`src/rtl/core/sld_pkg.sv`:
```
// shared types and constants of the scan lock target detector
package sld_pkg;

  // default sizes
  localparam int NUM_STEPS_DEF = 64;
  localparam int DIST_BITS_DEF = 16;

  // fixed field widths
  localparam int IDX_W       = 6;
  localparam int VAL_W       = 16;
  localparam int CFG_W       = 7;
  localparam int MIN_LOCK_W  = 7;
  localparam int MAX_BREAK_W = 6;
  localparam int MISS_W      = 7;
  localparam int CMD_W       = 2;
  localparam int IN_TDATA_W  = 40;
  localparam int OUT_TDATA_W = 8;

  // configuration register indexes
  localparam logic CFG_MIN_LOCK  = 1'b0;
  localparam logic CFG_MAX_BREAK = 1'b1;

  // configuration reset values
  localparam logic [MIN_LOCK_W-1:0]  MIN_LOCK_RST  = 7'd1;
  localparam logic [MAX_BREAK_W-1:0] MAX_BREAK_RST = 6'd0;

  // item commands
  typedef enum logic [CMD_W-1:0] {
    CMD_LOAD  = 2'd0,
    CMD_START = 2'd1,
    CMD_MEAS  = 2'd2
  } cmd_e;

  // request held while the baseline read completes
  typedef struct packed {
    cmd_e             cmd;
    logic [IDX_W-1:0] idx;
    logic             in_range;
    logic [VAL_W-1:0] distance;
    logic             ok;
  } meas_t;

  // result of one request
  typedef struct packed {
    logic             locked;
    logic [IDX_W-1:0] tidx;
    logic             found;
  } result_t;

endpackage

```
`src/rtl/core/sld_ram.sv`:
```
// generic single write port ram with registered read
module sld_ram #(
  parameter int WIDTH = 16,
  parameter int DEPTH = 64
) (
  input  logic                     clk_i,
  input  logic                     we_i,
  input  logic [$clog2(DEPTH)-1:0] waddr_i,
  input  logic [WIDTH-1:0]         wdata_i,
  input  logic                     re_i,
  input  logic [$clog2(DEPTH)-1:0] raddr_i,
  output logic [WIDTH-1:0]         rdata_o
);

  logic [WIDTH-1:0] mem_q [DEPTH];
  logic [WIDTH-1:0] rdata_q;

  // write port
  always_ff @(posedge clk_i) begin
    if (we_i) begin
      mem_q[waddr_i] <= wdata_i;
    end
  end

  // registered read, holds while not enabled
  always_ff @(posedge clk_i) begin
    if (re_i) begin
      rdata_q <= mem_q[raddr_i];
    end
  end

  assign rdata_o = rdata_q;

endmodule

```
`src/rtl/core/sld_lock.sv`:
```
// lock tracker: contact test, lock span and midpoint
module sld_lock #(
  parameter int DIST_BITS = sld_pkg::DIST_BITS_DEF
) (
  input  logic                                clk_i,
  input  logic                                rst_ni,
  input  logic                                adv_i,
  input  sld_pkg::meas_t                      meas_i,
  input  logic [DIST_BITS-1:0]                base_i,
  input  logic [sld_pkg::MIN_LOCK_W-1:0]      min_lock_i,
  input  logic [sld_pkg::MAX_BREAK_W-1:0]     max_break_i,
  output sld_pkg::result_t                    res_o
);
  import sld_pkg::*;

  logic              active_q, active_d;
  logic [IDX_W-1:0]  first_q, first_d;
  logic [IDX_W-1:0]  last_q, last_d;
  logic [MISS_W-1:0] miss_q, miss_d;

  logic [DIST_BITS-1:0] base_eff;
  logic                 valid_meas;
  logic                 hit;
  logic [IDX_W-1:0]     first_new;
  logic [IDX_W-1:0]     diff;
  logic [MIN_LOCK_W-1:0] span;
  logic [MISS_W-1:0]    miss_inc;

  // contact test against the step baseline
  assign base_eff   = meas_i.in_range ? base_i : '0;
  assign valid_meas = (base_eff != '0) && meas_i.ok;
  assign hit        = meas_i.distance[DIST_BITS-1:0] < base_eff;

  // span and midpoint of the lock including this step
  assign first_new = active_q ? first_q : meas_i.idx;
  assign diff      = meas_i.idx - first_new;
  assign span      = {1'b0, diff} + MIN_LOCK_W'(1);
  assign miss_inc  = miss_q + MISS_W'(1);

  // next lock state and result
  always_comb begin
    active_d   = active_q;
    first_d    = first_q;
    last_d     = last_q;
    miss_d     = miss_q;
    res_o.found = 1'b0;
    res_o.tidx  = '0;
    unique case (meas_i.cmd)
      CMD_START: begin
        active_d = 1'b0;
        first_d  = '0;
        last_d   = '0;
        miss_d   = '0;
      end
      CMD_MEAS: begin
        if (valid_meas) begin
          if (hit) begin
            active_d = 1'b1;
            first_d  = first_new;
            last_d   = meas_i.idx;
            miss_d   = '0;
            if (span >= min_lock_i) begin
              res_o.found = 1'b1;
              res_o.tidx  = meas_i.idx - (diff >> 1);
            end
          end else if (active_q) begin
            miss_d = miss_inc;
            if (miss_inc > {1'b0, max_break_i}) begin
              active_d = 1'b0;
              first_d  = '0;
              last_d   = '0;
              miss_d   = '0;
            end
          end
        end
      end
      default: begin
      end
    endcase
    res_o.locked = active_d;
  end

  // lock state registers, updated as each request leaves
  always_ff @(posedge clk_i or negedge rst_ni) begin
    if (!rst_ni) begin
      active_q <= 1'b0;
      first_q  <= '0;
      last_q   <= '0;
      miss_q   <= '0;
    end else if (adv_i) begin
      active_q <= active_d;
      first_q  <= first_d;
      last_q   <= last_d;
      miss_q   <= miss_d;
    end
  end

endmodule

```
`src/rtl/core/scan_lock_target_detector_top.sv`:
```
// top level of the scan lock target detector
// a request passes the request register and then the output register before
// its result is offered, and waits in the request register while the output stalls
// throughput: one request per cycle while the output does not stall, the baseline
// ram is read once per request and the lock update uses the held read data
// reset clears the lock state and pipeline valid flags, and resets the configuration registers
// the baseline ram is not cleared and holds garbage until loaded
module scan_lock_target_detector_top #(
  parameter int NUM_STEPS = sld_pkg::NUM_STEPS_DEF,
  parameter int DIST_BITS = sld_pkg::DIST_BITS_DEF
) (
  input  logic                               clk_i,
  input  logic                               rst_ni,
  // slave side
  input  logic                               s_axis_tvalid,
  output logic                               s_axis_tready,
  // step_index[5:0], baseline_value[21:6], distance[37:22], measure_ok[38], zero pad
  input  logic [sld_pkg::IN_TDATA_W-1:0]     s_axis_tdata,
  // cmd[1:0]
  input  logic [sld_pkg::CMD_W-1:0]          s_axis_tuser,
  // master side
  output logic                               m_axis_tvalid,
  input  logic                               m_axis_tready,
  // target_found[0], target_index[6:1], locked[7]
  output logic [sld_pkg::OUT_TDATA_W-1:0]    m_axis_tdata,
  // configuration writes
  input  logic                               cfg_we_i,
  input  logic                               cfg_idx_i,
  input  logic [sld_pkg::CFG_W-1:0]          cfg_data_i
);
  import sld_pkg::*;

  localparam int AW = $clog2(NUM_STEPS);

  logic [MIN_LOCK_W-1:0]  min_lock_q;
  logic [MAX_BREAK_W-1:0] max_break_q;

  logic                 s_accept;
  logic                 s1_valid_q;
  meas_t                s1_meas_q;
  meas_t                in_meas;
  logic                 s1_adv;
  logic [IDX_W-1:0]     in_idx;
  logic [VAL_W-1:0]     in_bval;
  logic                 in_range;
  logic [AW-1:0]        ram_addr;
  logic                 ram_we;
  logic [DIST_BITS-1:0] ram_rdata;
  result_t              res;
  logic                 m_valid_q;
  result_t              m_res_q;

  // configuration registers
  always_ff @(posedge clk_i or negedge rst_ni) begin
    if (!rst_ni) begin
      min_lock_q  <= MIN_LOCK_RST;
      max_break_q <= MAX_BREAK_RST;
    end else if (cfg_we_i) begin
      unique case (cfg_idx_i)
        CFG_MIN_LOCK:  min_lock_q  <= cfg_data_i;
        CFG_MAX_BREAK: max_break_q <= cfg_data_i[MAX_BREAK_W-1:0];
        default: begin
        end
      endcase
    end
  end

  // request unpack
  assign in_idx   = s_axis_tdata[5:0];
  assign in_bval  = s_axis_tdata[21:6];
  assign in_range = 32'(in_idx) < 32'(NUM_STEPS);
  assign ram_addr = AW'(in_idx);

  assign in_meas.cmd      = cmd_e'(s_axis_tuser);
  assign in_meas.idx      = in_idx;
  assign in_meas.in_range = in_range;
  assign in_meas.distance = s_axis_tdata[37:22];
  assign in_meas.ok       = s_axis_tdata[38];

  // flow control through the two stages
  assign s1_adv        = s1_valid_q && (!m_valid_q || m_axis_tready);
  assign s_axis_tready = !s1_valid_q || s1_adv;
  assign s_accept      = s_axis_tvalid && s_axis_tready;
  assign ram_we        = s_accept && (in_meas.cmd == CMD_LOAD) && in_range;

  // baseline table
  sld_ram #(
    .WIDTH(DIST_BITS),
    .DEPTH(NUM_STEPS)
  ) u_base_ram (
    .clk_i  (clk_i),
    .we_i   (ram_we),
    .waddr_i(ram_addr),
    .wdata_i(in_bval[DIST_BITS-1:0]),
    .re_i   (s_accept),
    .raddr_i(ram_addr),
    .rdata_o(ram_rdata)
  );

  // request waiting for its baseline read
  always_ff @(posedge clk_i or negedge rst_ni) begin
    if (!rst_ni) begin
      s1_valid_q <= 1'b0;
    end else if (s_axis_tready) begin
      s1_valid_q <= s_axis_tvalid;
    end
  end

  always_ff @(posedge clk_i) begin
    if (s_accept) begin
      s1_meas_q <= in_meas;
    end
  end

  // lock update
  sld_lock #(
    .DIST_BITS(DIST_BITS)
  ) u_lock (
    .clk_i      (clk_i),
    .rst_ni     (rst_ni),
    .adv_i      (s1_adv),
    .meas_i     (s1_meas_q),
    .base_i     (ram_rdata),
    .min_lock_i (min_lock_q),
    .max_break_i(max_break_q),
    .res_o      (res)
  );

  // output register
  always_ff @(posedge clk_i or negedge rst_ni) begin
    if (!rst_ni) begin
      m_valid_q <= 1'b0;
    end else if (s1_adv) begin
      m_valid_q <= 1'b1;
    end else if (m_axis_tready) begin
      m_valid_q <= 1'b0;
    end
  end

  always_ff @(posedge clk_i) begin
    if (s1_adv) begin
      m_res_q <= res;
    end
  end

  assign m_axis_tvalid = m_valid_q;
  assign m_axis_tdata  = m_res_q;

endmodule

```
`config.mk`:
```
export PLATFORM = sky130hd
export DESIGN_NAME = scan_lock_target_detector_top
export DESIGN_NICKNAME = d
export VERILOG_FILES = /design/src/rtl/core/sld_pkg.sv /design/src/rtl/core/sld_ram.sv /design/src/rtl/core/sld_lock.sv /design/src/rtl/core/scan_lock_target_detector_top.sv
export SDC_FILE = /design/constraint.sdc
export NUM_CORES = 1
export LEC_CHECK = 0
export BUFFER_PORTS_ARGS = -buffer_cell sky130_fd_sc_hd__clkbuf_2
export CORE_MARGIN = 2
export CORE_UTILIZATION = 45
export DETAILED_ROUTE_END_ITERATION = 7
export SLEW_MARGIN = 0
export SYNTH_ARGS = -nofsm -noshare
export SYNTH_HDL_FRONTEND = slang
export SYNTH_SLANG_ARGS = --single-unit
```
`constraint.sdc`:
```
create_clock -name clk_i -period 4.8 [get_ports clk_i]
set_input_delay 0.48 -clock clk_i [delete_from_list [all_inputs] [get_ports clk_i]]
set_output_delay 0.48 -clock clk_i [all_outputs]
set_load 0.01 [all_outputs]
```
* Word level (Yosys, flattened, before mapping)
Memories as Yosys holds them, arrays and structs flattened. A register that Yosys moved wholly into a read port is not among the register bits. Cells that the tools add are included.
Cells by class: multiplexer cells 21, reduce and logical (&&, ||, !) cells 18, bitwise logic cells 1, eq/ne operators 5, order comparisons 3, add/subtract/negate cells 4
Operator list (count):
- 6-bit 2-to-1 mux | 5
- 7-bit 2-to-1 mux | 4
- 16-bit < comparator | 1
- 16-bit nonzero test | 1
- 7-bit one-hot mux with 2 select lines | 1
- 6-bit one-hot mux with 2 select lines | 1
- 1-bit 2-to-1 mux | 9
- 4-bit AND reduction | 2
- 6-bit by 1-bit adder with 7-bit output, second input constant | 1
- 7-bit by 1-bit adder with 7-bit output, second input constant | 1
- 7-bit >= comparator | 1
- 7-bit by 6-bit greater-than comparator with 1-bit output | 1
- 3-bit by 1-bit != test with 1-bit output, second input constant | 2
- 6-bit by 5-bit subtractor with 6-bit output | 1
- 6-bit subtractor | 1
- 5-bit AND reduction | 1
- 1-bit logical AND | 4
- 2-bit AND reduction | 2
- 2-bit nonzero test | 2
- 3-bit AND reduction | 1
- 2-bit by 1-bit equality test with 1-bit output, second input constant | 1
- 2-bit equality test, second input constant | 1
- 1-bit zero test | 2
- 2-bit zero test | 1
- 4 further kinds | 5
Word-level totals: memory bits (writable) 1024, memories 1, word-level logic and storage cells 67, register bits after elaboration 62
Memory list:
- u_base_ram.mem_q | depth 64, width 16, read ports 1, clocked after Yosys merged registers in 1, wr ports 1, line sld_ram.sv:15 | logic [WIDTH-1:0] mem_q [DEPTH];

* Longest topological paths before layout
Gate-level depths: netlist (run 1).
depth after elaboration 8, gate-level depth with buffers 16

* Modules after synthesis
A second synthesis (run 1) with hierarchy kept.
Unflattened totals: cell total of the unflattened synthesis 2154, area total of the unflattened synthesis 43885.8 um^2
Modules (own cells, without submodules):
- sld_ram | area each 40202.3 um^2, cells each 1829, times used 1
- sld_lock | area each 2059.5 um^2, cells each 252, times used 1
- scan_lock_target_detector_top | area each 1624.1 um^2, cells each 73, times used 1

* Worst setup path before layout (run 1)
Ideal clock, no wire load.
path kind reg2reg, start reg u_lock.active_q, end reg m_res_q (netlist bit m_axis_tdata[4]), data pin, required time 4.523 ns, stages on the path, launching flop included 17, arrival 3.357 ns, setup slack 1.167 ns, period minus slack after synthesis 3.633 ns, cell sequence dfrtp_1 -> clkbuf_1 -> clkbuf_1 -> nand2_1 -> o21ai_0 -> ha_1 -> inv_1 -> fa_1 -> a21o_1 -> a21oi_1 -> xor2_1 -> xnor2_1 -> ha_1 -> a21oi_1 -> o21ai_0 -> a31oi_1 -> nor4_1
Between the ends: cells in the longest elaborated chain, start to end 5, elaborated cells between the ends (all ways) 6
Ends and longest elaborated chain:
- start: declaration | line sld_lock.sv:16 | logic active_q, active_d;
- start signal: assignment | line sld_lock.sv:91 | active_q <= active_d;
- 6-bit 2-to-1 mux * | line sld_lock.sv:35 | assign first_new = active_q ? first_q : meas_i.idx;
- 6-bit subtractor * | line sld_lock.sv:36 | assign diff = meas_i.idx - first_new;
- 6-bit by 1-bit adder with 7-bit output | line sld_lock.sv:37 | assign span = {1'b0, diff} + MIN_LOCK_W'(1);
- 7-bit >= comparator | line sld_lock.sv:62 | if (span >= min_lock_i) begin
- 4-bit AND reduction (no line)
- end signal: assignment | line scan_lock_target_detector_top.sv:142 | m_res_q <= res;
- end: declaration | line scan_lock_target_detector_top.sv:51 | result_t m_res_q;
Mark *: on every way between the ends. The rest lies on a longest branch, timed or not. A chain may end at the register's enable or synchronous reset.

* Worst setup path in the final report (run 1)
Ends and elaborated chain as after synthesis.

==> results.txt, run 1 <==
* Run status: finished clean
- For this run, the total global-route usage over all layers was measured as 23.99%.
* Filler cell count in the final layout: a little under 8000
* Drt initial violations: 3171
- For this run, the leading register cell type out of synthesis is edfxtp_1.
- Summing the areas of all xor and xnor instances in the mapped netlist gives 0.3209% of the synthesized area.
- Mux share of post-synthesis cell area: a little over 10%
- Die area: 99540 µm²
- The synthesized netlist devotes slightly above 7% of its cell area to compound gates.
- Fraction of layout instances using a drive strength above 1: 21.75%
- Die Height: 315.5 µm
- Clock-pin slew reported for the worst setup and hold paths after clock tree synthesis: 0.06 ns
* Starting density of the core: 45.29%
- Summed over all nets, the half-perimeter wirelength after detailed placement is between 70000 and 80000 µm.
- Main combinational cell family by area after synthesis: multiplexers
- Final hold violations: 0
* Maximum clock frequency: 0.2577 GHz
* Total number of yosys warnings: 0
- The core region is 96420 µm².
- The via count of the first global-routing pass is 24040.
- The worst setup path is launched from a flip-flop.
- Cell count after synthesis: 2397
- The synthesized netlist contains 65 unique library cells.
- For the worst setup path, the data required time is 5.18 ns.
* Growth of design area from synthesis to finish: 14.02%
- Number of rows in the core area: 114
- Total of buffers placed on input and output ports: 63
- Placed instance count: 3737
- First-pass DRT Iterations: 6
- Final number of max-transition violations: 0
* Gate power share: 8.1%
- Number of synthesized flops with an enable pin: 1073
- Adder-cell share of the synthesized area: ~1.3%
- Cell type contributing the most total cell area after synthesis: edfxtp_1
- The number of nets in the synthesized netlist is 2496.
- Setup repair after global routing left no endpoint under its margin.
- Switching Power: 4.679 mW
- Number of buffers on the longest clock path: 3
- Clock network power share: approximately two fifths
- Final Net Count: 2693
- Post-layout instance count excluding filler cells: ~4000
- Sequential-to-total area share from yosys stat: 75.45%
- Net switching is about 23% of the power.
- Number of clock sinks: 1102
* Final setup violation count: 0
- Routed wire length per instance: about 30 µm
- Static Leakage: approximately 16 nW
- Number of nets still failing antenna checks after routing: 0
* Main area contributors after synthesis: edfxtp_1 74%, mux4_2 5.9%, mux2i_1 2.3%
- After routing, the total negative slack on setup checks comes to 0 ns.
* Worst Tran Pin Value: about 1.2 ns
- The cell sitting at the root of the clock tree is a clkbuf_16.
- Each instance of the synthesized netlist takes up on average 18.22 µm².
- Post-synth ARST share: between 2 and 3%
- Dividing the detail-routed via count by the number of cells gives between 6 and 7.
* Setup Fix Bufs, Post-CTS: 0
- Pin placement for this block handled 65 I/O pins.
- TritonCTS built the clock tree.
- Number of buffers inserted during clock tree synthesis: 109
- Biggest fanout along the worst timing path: 15
* Setup clock skew after layout: 0.02909 ns
- Clock latency on the worst-skew pair, taken at its later pin, is 0.69 ns.
* Total standard cell area after synthesis: 43670 µm²
- Total via count in the routed design: about 24000
- The worst setup path is of the flip-flop to flip-flop kind.
- Final hold slack: 0.05125 ns
- Simple-Gate Fraction of Synth Area: 3.241%
- The synthesized design contains 1102 register bits.
* Class of the most critical hold timing path: input pin to flip-flop
- Max-cap violations: 0
- The H-tree was split into 3 levels.
* Global route overflow: 0
- Across the VDD grid, the largest voltage drop is 0.4405 mV.
- GPL Wtd Cong: 0.9398
- After detailed routing, the number of remaining DRC violations is 0.
- Power per standard cell area: 413.4 nW/µm²
* Pin count of the biggest net entering global routing: 66
* Relative contribution of sequential cells to total power: 52.0%
- Final period util: between 80% and 90%
- Arr. time, crit path: 4.26 ns
- Horizontal extent of the die: between 300 and 400 µm
- The routed design could run at a clock period as short as between 3 and 4 ns.
* Worst slew margin: 22.17%
- The first global-routing pass estimated between 150000 and 200000 µm of wire.
* Antenna violations before repair: 4
* Internal power: about 16 mW
- Summed over its instances, the top area cell type makes up 73.79% of the synthesized netlist area.
* CP Capture Type: flip-flop
- DRT Wirelength: 120000 µm
[logic make-up after synthesis]
kind of cell | after synthesis
AO/OA/AOI/OAI | 438
AND/OR/NAND/NOR | 308
multiplexers | 298
buffers and inverters | 191
flip-flops | 1102
adder cells (fa/ha/maj) | 44
XOR/XNOR | 16
[metrics by stage]
step / utilization, % / cell area, µm² / power, mW / setup slack (ns)
floorplan: - / 43670 / 11.87 / 1.167
global placement: 47.85 / 46130 / 12.51 / 0.9241
detailed placement: 47.85 / 46130 / 12.54 / 0.9532
CTS: 51.62 / 49770 / 20.68 / 0.9236
global route: 51.62 / 49770 / 21.20 / 0.5917
finish: 51.63 / 49790 / 20.58 / 0.9195
[Yosys cell counts (5+ instances only)]
cell type / number
a22o_1: 13
or2_2: 5
nand2b_1: 7
nand4_1: 5
o22ai_1: 50
or4_1: 5
mux2_2: 81
nand3b_1: 5
a211oi_1: 10
edfxtp_1: 1073
buf_1: 9
a221o_1: 19
nand3_1: 18
a21o_1: 6
buf_2: 56
inv_1: 49
a22oi_1: 54
mux2i_1: 101
o22a_1: 5
o2bb2ai_1: 12
and2_1: 6
o221ai_1: 10
nor3b_1: 5
nor4_1: 7
nor2_1: 137
ha_1: 42
nand2_1: 76
o211ai_1: 5
o21ai_0: 56
buf_4: 20
dfrtp_1: 28
xnor2_1: 12
buf_6: 8
a21oi_1: 69
nor3_1: 5
clkbuf_1: 48
mux4_2: 115
nor2b_1: 10
a221oi_1: 103
[worst paths after layout]
| path | from | end | slack, ns | cells after the start |
|---|---|---|---|---|
| worst min-delay path | cfg_data_i[4] | min_lock_q[4] | 0.05 | 3 |
| worst max register to register | u_lock.active_q | m_axis_tdata[4] | 0.92 | 13 |
| max in group asynchronous | rst_ni | min_lock_q[4] | 3.93 | 2 |
| worst max-delay path | u_lock.active_q | m_axis_tdata[4] | 0.92 | 13 |
| min in group asynchronous | rst_ni | min_lock_q[3] | 0.41 | 2 |
| worst min register to register | u_lock.first_q[0] | u_lock.first_q[0] | 0.52 | 2 |
[flip-flops by register name, summed over array words and instances (netlist names)]
| register | count |
|---|---|
| u_lock.miss_q | 7 |
| u_base_ram.mem_q | 1024 |
| max_break_q | 6 |
| s1_valid_q | 1 |
| u_lock.active_q | 1 |
| m_axis_tvalid | 1 |
| min_lock_q | 7 |
| s1_meas_q | 25 |
| u_base_ram.rdata_o | 16 |
| u_lock.first_q | 6 |
| m_axis_tdata | 8 |
[area by class of cell]
cell class	count	area (µm²)	area share, %
Sequential cell	1102	32950	66.18
Multi-Input combinational cell	1104	9839	19.76
Clock buffer	125	2850	5.725
Timing Repair Buffer	227	1780	3.576
Tap cell	1276	1597	3.207
Clock inverter	72	566.8	1.138
Inverter	50	190.2	0.3820
Antenna cell	6	15.01	0.03016
[routing by layer]
layer  share of wire [%]  vias to the layer above  GRT usage, %
met5              0.0092                        -             0
met4                 3.5                        2         8.348
met3                 9.5                      248         5.601
met2                  46                     1260         37.52
met1                  41                    12660         33.23
li1                    -                    10200             -
[power by group through the flow]
stage	clock network [mW]	logic, mW	registers, mW
3_5_place_dp	0	1.63	10.9
4_1_cts	8.32	1.65	10.7
2_1_floorplan	0	1.00	10.9
6_report	8.21	1.66	10.7
5_1_grt	8.68	1.80	10.7
3_3_place_gp	0	1.61	10.9
[timing repair]
| action | CTS | global route |
|---|---|---|
| hold buffers | 22 | 0 |
| endpoints found under the hold margin | 49 | 0 |
| resized for setup | 0 | 0 |
[placed cells by master, fill, tap and decap left out, drive strengths merged, types with 6 or more instances in the layout]
master	n
mux2	82
o2bb2ai	12
clkbuf	186
a22o	13
edfxtp	1073
inv	55
dfrtp	28
buf	144
and2	6
clkinv	56
nand4	6
nand2b	7
a211oi	10
o22ai	50
a22oi	54
nor2	137
mux4	115
a21oi	69
o21ai	59
a221oi	103
xnor2	12
bufinv	8
nor2b	10
diode	6
nor4	7
nand2	76
ha	42
mux2i	101
nand3	18
a21o	6
dlygate4sd3	22
o221ai	10
a221o	19
[worst max-delay path: stages, from the launching register on]
cell and delay, ns:
dfrtp_1 0.57, o21ai_0 0.33, ha_1 0.22, inv_1 0.06, fa_1 0.42, a21o_1 0.20, a21oi_1 0.16, xor2_1 0.34
xnor2_1 0.13, ha_1 0.30, a21oi_1 0.15, o21ai_0 0.11, a31oi_1 0.48, nor4_1 0.13
Note: power is estimated with default switching activity, not from simulation.
==> inputs of run 2 (changes only) <==
ABC_AREA = 1   (was not set)
clock period = 3.2 ns   (was 4.8 ns; I/O delays follow)
==> results.txt, run 2 <==
- DRT Wirelength: 117800 µm (-1.8%)
- The final global-route overflow total was 0 (unchanged).
* Routed wire length per instance: 24.71 µm (-18%)
- Commonest cells in the netlist: 1073 x edfxtp_1, 992 x nand2_1, 168 x nand4_1
* Number of nets still failing antenna checks after routing: 0 (unchanged)
- Portion of synthesized cell area occupied by the leading cell type: 75.55% (+1.8 points)
- Family with the most delay on the worst path: simple AND/OR/NAND/NOR gates
- Summed negative setup slack over all endpoints: -0.7397 ns (-0.7397 ns)
- Internal power: 24.15 mW (+52%)
* Main flop type after synthesis: edfxtp_1
- Die Height: 311.9 µm (-1.2%)
- Critical Setup Path Class: flip-flop to flip-flop
- Post-layout instance count excluding filler cells: 4768 (+20%)
- The worst max-slew margin expressed relative to the limit is 18.01% (-4.2 points).
* Cell type contributing the most total cell area after synthesis: edfxtp_1
* Worst-Skew Late Latency: 0.70 ns (about the same)
* CTS H-tree depth: 3 (unchanged)
- The share of synthesized flip-flops with an asynchronous set or reset was 2.632% (unchanged).
- The worst slack at placement was -0.3017 ns (-1.255 ns).
* Max-cap violations: 0 (unchanged)
* Number of global-route vias before repair: 26070 (+8.4%)
* Least setup slack across all paths after layout: -0.1325 ns (-1.052 ns)
* Starting density of the core: 45.56% (+0.28 points)
* Ordered list of cells on the worst path: buf_6 -> mux2i_1 -> buf_4 -> fa_2 -> nand2_2 -> or3_4 -> nor2_4 -> xnor2_1 -> ha_1 -> nand2_1 -> inv_1 -> nand4_1 -> o211ai_1 -> nand2_1 -> or2_4 -> nor3_2
- Class of the most critical hold timing path: input pin to flip-flop
- The number of primary I/O pins is 65 (unchanged).
* Max reg flops: 1024 (unchanged)
- The area of the die is 97260 µm² (-2.3%).
* Maximum clock frequency: 0.3001 GHz (+16%)
- The post-layout net count is 3522 (+31%).
- Drc violations: 0 (unchanged)
- The number of CTS-inserted buffers is 110 (+0.92%).
- The run finished, with violations left.
* Most used cells in the layout excluding fill and tap cells: 1073 x edfxtp_1, 991 x nand2_1, 203 x buf_4, 168 x nand4_1, 128 x nor2_1
- Final number of max-transition violations: 0 (unchanged)
* Peak ir drop on the vdd network: 0.4381 mV (-0.56%)
* Sequential-to-total area share from yosys stat: 77.25% (+1.8 points)
* Diode insertion count for antenna repair: 0 (-6)
- The part of the power in registers is 51.7% (-0.3 points).
- TritonCTS clock tree: yes
* Final period util: 104.1% (+23 points)
- First-pass DRT Iterations: 6 (unchanged)
- Compared with the post-synthesis result, the final layout area differs by 17.16%.
- Antenna violations before repair: 3 (-1)
- The core region area came to 93610 µm² (-2.9%).
* Unrepaired setup endpoints after global routing: true
- In this design, the critical path's most frequently occurring cell is nand2_1.
* Power per standard cell area: 621.0 nW/µm² (+50%)
- The post-layout total power is 31.03 mW (+51%).
- Nets in the synthesized netlist: 3202 (+28%)
* Buffer and inverter count on the worst path: 3 (+2)
* Average via count per standard cell: 5.585 (-9.2%)
* Number of rows in the core area: 112 (-1.8%)
- Final HPWL DP: 70190 µm (-1.4%)
- Static Leakage: 17.62 nW (+7.2%)
- The total vias in the final route came to 26630 (+9.3%).
* Clock-pin slew reported for the worst setup and hold paths after clock tree synthesis: 0.06 ns (about the same)
- Setup clock skew after layout: 0.02722 ns (-0.001871 ns)
- Minimum clock period after layout: 3.333 ns (-0.5480 ns)
- GPL Wtd Cong: 0.8486 (-9.7%)
* Largest register by flop count: u_base_ram.mem_q
- The number of instances in the placed design came to 4530 (+21%).
- The post-synthesis cell count came to 3103 (+29%).
* Arr. time, crit path: 3.86 ns (-0.40 ns)
- The average size of a mapped cell was 13.75 µm² (-25%).
* Most frequently used cell type in the post-synthesis netlist: edfxtp_1
* Post-route core utilization: 53.38% (+1.7 points)
- Global-route wire length before repair: 172000 µm (+0.55%)
- Final hold slack: 0.1003 ns (+0.04905 ns)
- Number of distinct library cell variants in the gate-level netlist after synthesis: 41 (-37%)
- The combinational share of power is 6.8% (-1.3 points).
- The maximum buffer depth of the clock tree is 3 (unchanged).
- Ranked by total cell area, the synthesized netlist is headed by edfxtp_1 76%, nand2_1 8.7%, nand4_1 2.5%.
- Placed instance area: 45970 µm² (-0.35%)
* Fraction of layout instances using a drive strength above 1: 14.37% (-7.4 points)
- Switching Power: 6.881 mW (+47%)
- CTS placed an instance of clkbuf_16 at the clock tree root.
- Biggest fanout along the worst timing path: 7 (-8)
- The longest individual stage delay on the worst path came to 0.60 ns (+0.03 ns).
- The number of enable-type register cells in the synthesized netlist was 1073 (unchanged).
* Final hold violations: 0 (unchanged)
- Number of flip-flops and latches in the synthesized netlist: 1102 (unchanged)
- Total routing resource utilization after global routing: 24.06% (+0.070 points)
* Required time reported for the critical path endpoint: 3.73 ns (-1.45 ns)
- Highest-delay cell along the critical path: fa_2
- The number of port buffers is 63 (unchanged).
- The clock share of power is 41.5% (+1.6 points).
* Sw frac: 22.17% (-0.56 points)
* CP Capture Type: flip-flop
* Horizontal extent of the die: 311.9 µm (-1.2%)
- The post-layout instance area is 49970 µm² (+0.37%).
* Total standard cell area after synthesis: 42650 µm² (-2.3%)
- The total number of yosys warnings came to 0 (unchanged).
* Worst Tran Pin Value: 1.230 ns (+0.06234 ns)
- The layout filler cell count came to 7661 (-0.27%).
- The iteration-0 DRC count of the detailed router came to 3390 (+6.9%).
- Failing checks: negative setup slack
- Commonest non-fill, non-tap cell in the layout: edfxtp_1
* Final setup violation count: 7 (+7)
- The worst setup path is launched from a flip-flop.
* Pin count of the biggest net entering global routing: 65 (-1.5%)
- The number of clock sinks seen by CTS was 1102 (unchanged).
[run 2: power by group through the flow]
stage                     clock network, mW  logic, mW  registers, mW
final                                  12.9       2.12           16.0
after CTS                              13.0       2.09           16.0
after global placement                    0       1.96           16.3
after detailed placement                  0       2.01           16.3
after floorplan                           0       1.06           16.3
after global routing                   13.6       2.33           16.0
[run 2: worst paths after layout]
kind | startpoint | end | slack [ns] | cells past startpoint
setup / recovery | u_lock.active_q | m_axis_tdata[4] | -0.13 | 16
hold / removal | s_axis_tdata[5] | s1_meas_q[23] | 0.10 | 1
setup reg to reg | u_lock.active_q | m_axis_tdata[4] | -0.13 | 16
hold reg to reg | u_lock.first_q[3] | u_lock.first_q[3] | 0.49 | 2
max in group asynchronous | rst_ni | u_lock.active_q | 2.47 | 2
min in group asynchronous | rst_ni | min_lock_q[1] | 0.23 | 2
[run 2: repair_timing]
action                                  in CTS  in global routing
endpoints found under the hold margin       62                  0
hold buffers                                30                  0
endpoints found under the setup margin       7                  7
gates cloned                                 0                  0
pin swaps                                    6                  7
setup buffers                                4                  1
resized for setup                            7                  9
[run 2: layout make-up]
cell class	instances	area, µm²	share of cell area (%)
clock buffer	132	2878	5.759
clock inverter	71	723.2	1.447
tap	1254	1569	3.140
timing repair buffer	327	2751	5.506
inverter	120	478.0	0.9565
multi-input combinational	1762	8622	17.25
sequential	1102	32950	65.94
[run 2: logic make-up after synthesis]
kind of cell,synth area share (%)
buffers and inverters,2.848
muxes,0.1173
adders and majority gates,1.326
DFF,77.25
and+or+nand+nor,13.81
AOI/OAI and AO/OA,4.365
xor gates and xnor gates,0.2875
[run 2: worst reg2reg max path: stages (launching register included)]
cell and delay, ns:
dfrtp_2 0.44, buf_6 0.14, mux2i_1 0.13, buf_4 0.15, fa_2 0.60, nand2_2 0.06, or3_4 0.35, nor2_4 0.11
xnor2_1 0.07, ha_1 0.32, nand2_1 0.08, inv_1 0.06, nand4_1 0.10, o211ai_1 0.11, nand2_1 0.07, or2_4 0.28
nor3_2 0.11
[run 2: layer usage]
metal / global-route usage (%) / vias up / part of all wire, %
li1: - / 11890 / -
met1: 34.11 / 13430 / 42
met2: 38.90 / 1148 / 47
met3: 3.541 / 159 / 8.4
met4: 6.796 / 2 / 2.4
met5: 0 / - / 0.010
